`src/rtl/core/lcan_pkg.sv`:
```
`timescale 1ns / 1ps
`default_nettype none
// ----------------------------------------------------------------------------
// lcan_pkg
// Shared types, constants, saturation helper and microcode table for the
// calcium adaptive LIF neuron step.
// ----------------------------------------------------------------------------
package lcan_pkg;

    localparam int DATA_W = 32;
    localparam int WIDE_W = 52;   // headroom for shifted products and sums
    localparam int MULT_W = 33;   // signed operand width of the shared multiplier
    localparam int PROD_W = 2 * MULT_W;
    localparam int FRAC_W = 15;
    localparam int SHORT_W = 16;
    localparam int STEP_W = 4;
    localparam int INDEX_W = 3;

    localparam logic [SHORT_W-1:0] REFRACT_STEP = 16'd10;
    localparam logic signed [DATA_W-1:0] CURRENT_OFFSET = 32'sd0;

    // configuration register indexes
    localparam logic [INDEX_W-1:0] CFG_FIRE_LEVEL     = 3'd0;
    localparam logic [INDEX_W-1:0] CFG_V_RESET        = 3'd1;
    localparam logic [INDEX_W-1:0] CFG_V_REST         = 3'd2;
    localparam logic [INDEX_W-1:0] CFG_MEM_RESIST     = 3'd3;
    localparam logic [INDEX_W-1:0] CFG_DECAY_MEMBRANE = 3'd4;
    localparam logic [INDEX_W-1:0] CFG_DECAY_CALCIUM  = 3'd5;
    localparam logic [INDEX_W-1:0] CFG_CALCIUM_INC    = 3'd6;
    localparam logic [INDEX_W-1:0] CFG_REFRACT_PERIOD = 3'd7;

    // multiplier operand selects
    localparam logic [1:0] MUL_NONE = 2'd0;
    localparam logic [1:0] MUL_CAL  = 2'd1;
    localparam logic [1:0] MUL_CUR  = 2'd2;
    localparam logic [1:0] MUL_DIFF = 2'd3;

    // datapath operations
    localparam logic [2:0] OP_NOP    = 3'd0;
    localparam logic [2:0] OP_REFDEC = 3'd1;
    localparam logic [2:0] OP_CALDEC = 3'd2;
    localparam logic [2:0] OP_CUR    = 3'd3;
    localparam logic [2:0] OP_ALPHA  = 3'd4;
    localparam logic [2:0] OP_DIFF   = 3'd5;
    localparam logic [2:0] OP_VOLT   = 3'd6;
    localparam logic [2:0] OP_FIRE   = 3'd7;

    // program addresses
    localparam logic [STEP_W-1:0] STEP_FIRE = 4'd8;

    typedef struct packed {
        logic [1:0]        mul_sel;
        logic [2:0]        op;
        logic              jmp_refr;   // jump to target while refractory
        logic [STEP_W-1:0] target;
        logic              done;
    } ctrl_word_t;

    typedef struct packed {
        logic refr_active;
    } dp_status_t;

    typedef struct packed {
        logic signed [DATA_W-1:0] fire_level;
        logic signed [DATA_W-1:0] v_reset;
        logic signed [DATA_W-1:0] v_rest;
        logic signed [DATA_W-1:0] mem_resist;
        logic [SHORT_W-1:0]       decay_membrane;
        logic [SHORT_W-1:0]       decay_calcium;
        logic signed [DATA_W-1:0] calcium_increment;
        logic [SHORT_W-1:0]       refractory_period;
    } neuron_cfg_t;

    localparam ctrl_word_t CW_IDLE = '{MUL_NONE, OP_NOP, 1'b0, '0, 1'b0};

    // clamp to the signed 32 bit range
    function automatic logic signed [DATA_W-1:0] sat32(input logic signed [WIDE_W-1:0] x);
        logic fits;
        fits = (x[WIDE_W-1:DATA_W-1] == '0) || (x[WIDE_W-1:DATA_W-1] == '1);
        if (fits) begin
            sat32 = x[DATA_W-1:0];
        end else if (x[WIDE_W-1]) begin
            sat32 = {1'b1, {(DATA_W-1){1'b0}}};
        end else begin
            sat32 = {1'b0, {(DATA_W-1){1'b1}}};
        end
    endfunction

    // microcode table: one control word per step
    function automatic ctrl_word_t ucode_rom(input logic [STEP_W-1:0] step);
        ctrl_word_t cw;
        cw = CW_IDLE;
        case (step)
            4'd0: begin cw.op = OP_REFDEC; cw.mul_sel = MUL_CAL; end
            4'd1: begin cw.op = OP_CALDEC; cw.jmp_refr = 1'b1; cw.target = STEP_FIRE; end
            4'd2: cw.op = OP_CUR;
            4'd3: cw.mul_sel = MUL_CUR;
            4'd4: cw.op = OP_ALPHA;
            4'd5: cw.op = OP_DIFF;
            4'd6: cw.mul_sel = MUL_DIFF;
            4'd7: cw.op = OP_VOLT;
            4'd8: cw.op = OP_FIRE;
            4'd9: cw.done = 1'b1;
            default: cw.done = 1'b1;
        endcase
        return cw;
    endfunction

endpackage
`default_nettype wire

```
`src/rtl/core/lcan_seq.sv`:
```
`timescale 1ns / 1ps
`default_nettype none
// ----------------------------------------------------------------------------
// lcan_seq
// Step counter over the microcode table with conditional jump and finish.
// ----------------------------------------------------------------------------
module lcan_seq (
    input  wire logic                  aclk,
    input  wire logic                  aresetn,
    input  wire logic                  start,
    input  wire logic                  out_blocked,
    input  wire lcan_pkg::dp_status_t  status,
    output lcan_pkg::ctrl_word_t       cw,
    output logic                       busy,
    output logic                       finish
);
    import lcan_pkg::*;

    logic              running_reg, running_next;
    logic [STEP_W-1:0] step_reg, step_next;
    logic              hold;

    always_comb begin
        cw     = running_reg ? ucode_rom(step_reg) : CW_IDLE;
        hold   = cw.done && out_blocked;
        finish = running_reg && cw.done && !hold;
        busy   = running_reg;

        running_next = running_reg;
        step_next    = step_reg;
        if (start) begin
            running_next = 1'b1;
            step_next    = '0;
        end else if (running_reg && !hold) begin
            if (cw.done) begin
                running_next = 1'b0;
            end else if (cw.jmp_refr && status.refr_active) begin
                step_next = cw.target;
            end else begin
                step_next = step_reg + 1'b1;
            end
        end
    end

    always_ff @(posedge aclk) begin
        if (!aresetn) begin
            running_reg <= 1'b0;
            step_reg    <= '0;
        end else begin
            running_reg <= running_next;
            step_reg    <= step_next;
        end
    end

endmodule
`default_nettype wire

```
`src/rtl/core/lcan_dp.sv`:
```
`timescale 1ns / 1ps
`default_nettype none
// ----------------------------------------------------------------------------
// lcan_dp
// Neuron state, one shared registered multiplier and the saturating adders.
// ----------------------------------------------------------------------------
module lcan_dp (
    input  wire logic                                aclk,
    input  wire logic                                aresetn,
    input  wire logic                                load,
    input  wire logic signed [lcan_pkg::DATA_W-1:0]  exc_in,
    input  wire logic signed [lcan_pkg::DATA_W-1:0]  inh_in,
    input  wire logic signed [lcan_pkg::DATA_W-1:0]  bias_in,
    input  wire lcan_pkg::neuron_cfg_t               cfg,
    input  wire lcan_pkg::ctrl_word_t                cw,
    output lcan_pkg::dp_status_t                     status,
    output logic                                     spike,
    output logic signed [lcan_pkg::DATA_W-1:0]       voltage
);
    import lcan_pkg::*;

    logic signed [DATA_W-1:0] exc_reg, inh_reg, bias_reg;
    logic signed [DATA_W-1:0] volt_reg, volt_next;
    logic signed [DATA_W-1:0] cal_reg, cal_next;
    logic [SHORT_W-1:0]       refr_reg, refr_next;
    logic                     spike_reg, spike_next;
    logic signed [DATA_W-1:0] cur_reg, cur_next;
    logic signed [DATA_W-1:0] alpha_reg, alpha_next;
    logic signed [DATA_W:0]   diff_reg, diff_next;
    logic signed [PROD_W-1:0] prod_reg;
    logic signed [MULT_W-1:0] mul_a, mul_b;
    logic signed [PROD_W-1:0] prod_shr;
    logic signed [WIDE_W-1:0] prod_sh;
    logic                     fire;

    // shared multiplier operands
    always_comb begin
        unique case (cw.mul_sel)
            MUL_CAL: begin
                mul_a = MULT_W'(cal_reg);
                mul_b = $signed(MULT_W'(cfg.decay_calcium));
            end
            MUL_CUR: begin
                mul_a = MULT_W'(cur_reg);
                mul_b = MULT_W'(cfg.mem_resist);
            end
            MUL_DIFF: begin
                mul_a = diff_reg;
                mul_b = $signed(MULT_W'(cfg.decay_membrane));
            end
            default: begin
                mul_a = '0;
                mul_b = '0;
            end
        endcase
    end

    always_ff @(posedge aclk) begin
        if (cw.mul_sel != MUL_NONE) begin
            prod_reg <= mul_a * mul_b;
        end
    end

    // floor shift; the result fits well inside the wide range
    assign prod_shr = prod_reg >>> FRAC_W;
    assign prod_sh  = prod_shr[WIDE_W-1:0];

    assign fire = (refr_reg == '0) && (volt_reg >= cfg.fire_level);

    always_comb begin
        volt_next  = volt_reg;
        cal_next   = cal_reg;
        refr_next  = refr_reg;
        spike_next = spike_reg;
        cur_next   = cur_reg;
        alpha_next = alpha_reg;
        diff_next  = diff_reg;
        unique case (cw.op)
            OP_REFDEC: begin
                refr_next  = (refr_reg > REFRACT_STEP) ? refr_reg - REFRACT_STEP : '0;
                spike_next = 1'b0;
            end
            OP_CALDEC: cal_next = sat32(prod_sh);
            OP_CUR: begin
                cur_next = sat32(WIDE_W'(exc_reg) - WIDE_W'(inh_reg) - WIDE_W'(cal_reg)
                                 + WIDE_W'(bias_reg) + WIDE_W'(CURRENT_OFFSET));
            end
            OP_ALPHA: alpha_next = sat32(prod_sh + WIDE_W'(cfg.v_rest));
            OP_DIFF:  diff_next  = (DATA_W+1)'(alpha_reg) - (DATA_W+1)'(volt_reg);
            OP_VOLT:  volt_next  = sat32(WIDE_W'(alpha_reg) - prod_sh);
            OP_FIRE: begin
                if (fire) begin
                    spike_next = 1'b1;
                    volt_next  = cfg.v_reset;
                    refr_next  = cfg.refractory_period;
                    cal_next   = sat32(WIDE_W'(cal_reg) + WIDE_W'(cfg.calcium_increment));
                end
            end
            default: ;
        endcase
    end

    // neuron state
    always_ff @(posedge aclk) begin
        if (!aresetn) begin
            volt_reg  <= '0;
            cal_reg   <= '0;
            refr_reg  <= '0;
            spike_reg <= 1'b0;
        end else begin
            volt_reg  <= volt_next;
            cal_reg   <= cal_next;
            refr_reg  <= refr_next;
            spike_reg <= spike_next;
        end
    end

    // working values and captured inputs
    always_ff @(posedge aclk) begin
        cur_reg   <= cur_next;
        alpha_reg <= alpha_next;
        diff_reg  <= diff_next;
        if (load) begin
            exc_reg  <= exc_in;
            inh_reg  <= inh_in;
            bias_reg <= bias_in;
        end
    end

    assign status.refr_active = (refr_reg != '0);
    assign spike   = spike_reg;
    assign voltage = volt_reg;

endmodule
`default_nettype wire

```
`src/rtl/core/lif_calcium_adaptive_neuron_step.sv`:
```
`timescale 1ns / 1ps
`default_nettype none
// ----------------------------------------------------------------------------
// lif_calcium_adaptive_neuron_step
// One time step of a leaky integrate-and-fire neuron with calcium adaptation,
// run by a small microcoded sequencer over a shared-multiplier datapath.
// ----------------------------------------------------------------------------
//  Channel   Dir  Signals                       Content
//  s_        in   s_tvalid/s_tready/s_tdata     excitatory, inhibitory, bias
//  m_        out  m_tvalid/m_tready/m_tdata     membrane voltage, spike flag
//  cfg_      in   cfg_valid/cfg_ready           register index and write data
//
//  After its transfer an item runs every microcode step, or jumps to the
//  fire step while refractory; the input is ready again the cycle after it
//  finishes, so items do not overlap. The pace is set by the single 33x33
//  multiplier, which serves three dependent products in turn.
//  Reset clears the neuron state, the registers and the result channel; both
//  input channels hold ready low while reset is asserted.
//  A result waiting on m_tready does not block the next input transfer; the
//  sequencer holds on its last step until the output register frees up.
// ----------------------------------------------------------------------------
module lif_calcium_adaptive_neuron_step (
    input  wire logic                           aclk,
    input  wire logic                           aresetn,
    // input stream
    input  wire logic                           s_tvalid,
    output logic                                s_tready,
    // [31:0] excitatory_current, [63:32] inhibitory_current, [95:64] bias_current
    input  wire logic [3*lcan_pkg::DATA_W-1:0]  s_tdata,
    // result stream
    output logic                                m_tvalid,
    input  wire logic                           m_tready,
    // [31:0] membrane_voltage
    output logic [lcan_pkg::DATA_W-1:0]         m_tdata,
    // [0] spike
    output logic                                m_tuser,
    // configuration writes
    input  wire logic                           cfg_valid,
    output logic                                cfg_ready,
    input  wire logic [lcan_pkg::INDEX_W-1:0]   cfg_index,
    input  wire logic [lcan_pkg::DATA_W-1:0]    cfg_data
);
    import lcan_pkg::*;

    neuron_cfg_t              cfg_reg, cfg_next;
    ctrl_word_t               cw;
    dp_status_t               status;
    logic                     busy, finish, start, out_blocked;
    logic                     spike;
    logic signed [DATA_W-1:0] voltage;
    logic                     m_tvalid_reg, m_tvalid_next;
    logic [DATA_W-1:0]        m_tdata_reg;
    logic                     m_tuser_reg;

    // take one item whenever the sequencer is free and out of reset
    assign s_tready    = aresetn && !busy;
    assign start       = s_tvalid && s_tready;
    assign out_blocked = m_tvalid_reg && !m_tready;

    // configuration registers, writable whenever out of reset
    assign cfg_ready = aresetn;

    always_comb begin
        cfg_next = cfg_reg;
        if (cfg_valid && cfg_ready) begin
            unique case (cfg_index)
                CFG_FIRE_LEVEL:     cfg_next.fire_level        = cfg_data;
                CFG_V_RESET:        cfg_next.v_reset           = cfg_data;
                CFG_V_REST:         cfg_next.v_rest            = cfg_data;
                CFG_MEM_RESIST:     cfg_next.mem_resist        = cfg_data;
                CFG_DECAY_MEMBRANE: cfg_next.decay_membrane    = cfg_data[SHORT_W-1:0];
                CFG_DECAY_CALCIUM:  cfg_next.decay_calcium     = cfg_data[SHORT_W-1:0];
                CFG_CALCIUM_INC:    cfg_next.calcium_increment = cfg_data;
                CFG_REFRACT_PERIOD: cfg_next.refractory_period = cfg_data[SHORT_W-1:0];
                default: ;
            endcase
        end
    end

    always_ff @(posedge aclk) begin
        if (!aresetn) begin
            cfg_reg <= '0;
        end else begin
            cfg_reg <= cfg_next;
        end
    end

    lcan_seq u_seq (
        .aclk        (aclk),
        .aresetn     (aresetn),
        .start       (start),
        .out_blocked (out_blocked),
        .status      (status),
        .cw          (cw),
        .busy        (busy),
        .finish      (finish)
    );

    lcan_dp u_dp (
        .aclk     (aclk),
        .aresetn  (aresetn),
        .load     (start),
        .exc_in   (s_tdata[DATA_W-1:0]),
        .inh_in   (s_tdata[2*DATA_W-1:DATA_W]),
        .bias_in  (s_tdata[3*DATA_W-1:2*DATA_W]),
        .cfg      (cfg_reg),
        .cw       (cw),
        .status   (status),
        .spike    (spike),
        .voltage  (voltage)
    );

    // output register: load on finish, drop once transferred
    always_comb begin
        m_tvalid_next = m_tvalid_reg;
        if (finish) begin
            m_tvalid_next = 1'b1;
        end else if (m_tready) begin
            m_tvalid_next = 1'b0;
        end
    end

    always_ff @(posedge aclk) begin
        if (!aresetn) begin
            m_tvalid_reg <= 1'b0;
        end else begin
            m_tvalid_reg <= m_tvalid_next;
        end
    end

    always_ff @(posedge aclk) begin
        if (finish) begin
            m_tdata_reg <= voltage;
            m_tuser_reg <= spike;
        end
    end

    assign m_tvalid = m_tvalid_reg;
    assign m_tdata  = m_tdata_reg;
    assign m_tuser  = m_tuser_reg;

    // a finished step never overwrites a result still waiting
    a_no_overwrite: assert property (@(posedge aclk) disable iff (!aresetn)
        finish |-> (!m_tvalid_reg || m_tready))
        else $error("result overwritten while waiting");

    // a transfer starts the sequencer on the next cycle
    a_start_busy: assert property (@(posedge aclk) disable iff (!aresetn)
        start |=> (busy && !finish))
        else $error("sequencer did not start");

    // a new result appears only after a finished step
    a_valid_source: assert property (@(posedge aclk) disable iff (!aresetn)
        $rose(m_tvalid_reg) |-> $past(finish))
        else $error("result valid without a finished step");

    // a spike result carries the reset voltage
    a_spike_reset: assert property (@(posedge aclk) disable iff (!aresetn)
        (finish && spike) |-> (voltage == cfg_reg.v_reset || $past(cfg_valid)
                               || $past(cfg_valid, 2)))
        else $error("spike without voltage reset");

endmodule
`default_nettype wire
```
`config.mk`:
```
export PLATFORM = sky130hd
export DESIGN_NAME = lif_calcium_adaptive_neuron_step
export DESIGN_NICKNAME = d
export VERILOG_FILES = /design/src/rtl/core/lcan_pkg.sv /design/src/rtl/core/lcan_seq.sv /design/src/rtl/core/lcan_dp.sv /design/src/rtl/core/lif_calcium_adaptive_neuron_step.sv
export SDC_FILE = /design/constraint.sdc
export NUM_CORES = 2
export LEC_CHECK = 0
export BUFFER_PORTS_ARGS = -buffer_cell sky130_fd_sc_hd__buf_2
export CAP_MARGIN = 0
export CELL_PAD_IN_SITES_DETAIL_PLACEMENT = 0
export CELL_PAD_IN_SITES_GLOBAL_PLACEMENT = 1
export CORE_MARGIN = 8
export CORE_UTILIZATION = 50
export CTS_BUF_LIST = sky130_fd_sc_hd__clkbuf_8
export DETAILED_ROUTE_END_ITERATION = 16
export PLACE_DENSITY = 0.78
export SETUP_SLACK_MARGIN = 0.15
export SYNTH_ARGS = -nofsm -noshare
export SYNTH_HDL_FRONTEND = slang
export SYNTH_HIERARCHICAL = 1
export SYNTH_SLANG_ARGS = --single-unit
```
`constraint.sdc`:
```
create_clock -name aclk -period 32.9 [get_ports aclk]
set_clock_uncertainty 0.15 [all_clocks]
set_input_delay 3.29 -clock aclk [delete_from_list [all_inputs] [get_ports aclk]]
set_output_delay 3.29 -clock aclk [all_outputs]
set_load 0.1 [all_outputs]
```
==> reports/results.ini <==
[global_routing]
grt_max_degree=75
antenna_found_initial=11
grt_use_total_pct=31.69
grt_pass1_wl_um=376800
grt_overflow=0
grt_pass1_vias=59180

[timing]
fmax_ghz=0.08033
grt_setup_unrepaired=false
period_share_pct=37.84
fin_tns_setup_ps=0
worstMarginPinSlew_ps=1471
setup_viol=0
hold_viol=0
drv_slew=0
period_needed_ps=12450
relSlewSlack_pct=1.545

[placed_design]
placed_cells=9807
routabilityCongestion=0.9737
portBuffers=171
dpl.hpwl_um=196300

[power]
power.total_uw=1912
vdd_drop_max_uv=28.09
p_leak_uw=0.03547
power.density_nw_per_um2=24.73

[worst_setup_path]
crit_type=reg2reg
r2r_cells=35
critPathLaunch=u_seq/step_reg[0]
endpoint_kind=register
cp.depth=35
crit_slowest_cell=a22o_1
cp_max_fo=49
critical-path-max-stage-delay_ps=1090
rr_endpoint=u_dp/prod_reg[65]
arrival_ps=12790
critical-path-top-delay-family=adder cells
crit_required_ps=33240
critPathCapture=u_dp/prod_reg[65]
r2r_setup_slack_ps=20450
rr_startpoint=u_seq/step_reg[0]
cp-start-kind=register
cp_num_buf_inv=9

[logic_synthesis]
syn_area_um2=72490
postSynthCellCount=7982
synth_area_per_cell_um2=9.082
yosys_warnings=6
synth_nets=9781

[clock_tree]
post_cts_buffers=0
cts-root-buf=clkbuf_8
post_cts_resized=0
tritoncts=yes
clock-sinks=572
cts_made_buffers=94
clkLatencyLatePin_ps=790
cts.path.max_buffers=3
cts.htree.levels=3
path_clk_slew_ps=70
ctsHoldBuffers=0

[routing]
top_layer=met5
drc=0
num_vias=58270
drt_first_pass_iters=8
met3_wirelength_um=21880
drt_iter0_drc=5564
wl_met1_um=103300
wl_per_cell_um=25.06
viasPerCell=5.831
met2_length_um=114100
final_antenna_net_count=0
routed_wl_um=250500

[die]
core-area_um2=143800
die_h_um=396.8
die_area_um2=157400
rows=139
start_util_pct=50.40
ioPinCount=172
die_width_um=396.8

[cells_and_area]
area_delta_synth_final_pct=6.685
fin_cells=9993
fin_util_pct=53.77
nNetsFinal=9799
fillers=13320
largest_reg_flops=208
final_layout_size_suffix_gt1_share_pct=7.450

[flow_run]
maxCapViolCount=0

[status]
status=complete, no violations

[worst_hold_path]
hold_class=reg2reg

[cells in the final DEF (no fill, tap or decap), types with 34 or more instances in the layout]
master,n
and2_1,34
mux2_2,40
buf_2,170
o21ai_0,327
nand2_1,918
nand3_1,256
dfxtp_1,295
buf_4,140
xor2_1,70
edfxtp_1,277
nand4_1,44
o21a_1,40
xnor2_1,157
clkbuf_8,112
nor2_1,739
a21o_1,184
mux2i_1,37
o21ai_1,45
inv_1,1437
ha_1,450
fa_1,1213
nor3_1,65
a22o_1,38
nand2b_1,55
nor2b_1,47
a21oi_1,306
a22oi_1,48
[metal layers]
metal | GRT usage, % | vias up
li1 | - | 25580
met1 | 43.14 | 29520
met2 | 50.48 | 2605
met3 | 6.398 | 566
met4 | 11.39 | 4
met5 | 0 | -
[metrics by stage]
stage	hold WS, ps	worst slack [ps]	instance area (um2)
floorplan	258.1	21860	72490
global placement	276.2	20830	75340
detailed placement	276.5	20650	75340
CTS	291.0	20580	77310
global route	298.2	19840	77320
finish	289.6	20450	77340
[where the power goes]
group / internal (uW) / switching [uW] / total (uW)
sequential: 776 / 20.0 / 796
clock: 344 / 331 / 675
combinational: 148 / 294 / 442
total: 1270 / 645 / 1910
[layout make-up]
type / instances / area, um2 / share of cell area [%]
clock buffers: 111 / 1528 / 1.975
flip-flops and latches: 572 / 14220 / 18.39
repair buffers: 311 / 1916 / 2.477
clock inverters: 66 / 445.4 / 0.5760
inverters: 1415 / 5311 / 6.868
well taps: 1903 / 2381 / 3.079
multi-input cells: 5606 / 51510 / 66.60
diodes: 9 / 22.52 / 0.02912
[worst min-delay path by stage]
| stage | end | from | slack [ps] | depth (start not counted) |
|---|---|---|---|---|
| 2_1_floorplan | m_tuser | u_dp/spike | 260 | 0 |
| 3_3_place_gp | m_tuser | u_dp/spike | 280 | 0 |
| 3_5_place_dp | m_tuser | u_dp/spike | 280 | 0 |
| 4_1_cts | m_tuser | u_dp/spike | 290 | 0 |
| 5_1_grt | m_tuser | u_dp/spike | 300 | 0 |
| 6_report | m_tuser | u_dp/spike | 290 | 0 |
Note: power is estimated with default switching activity, not from simulation.
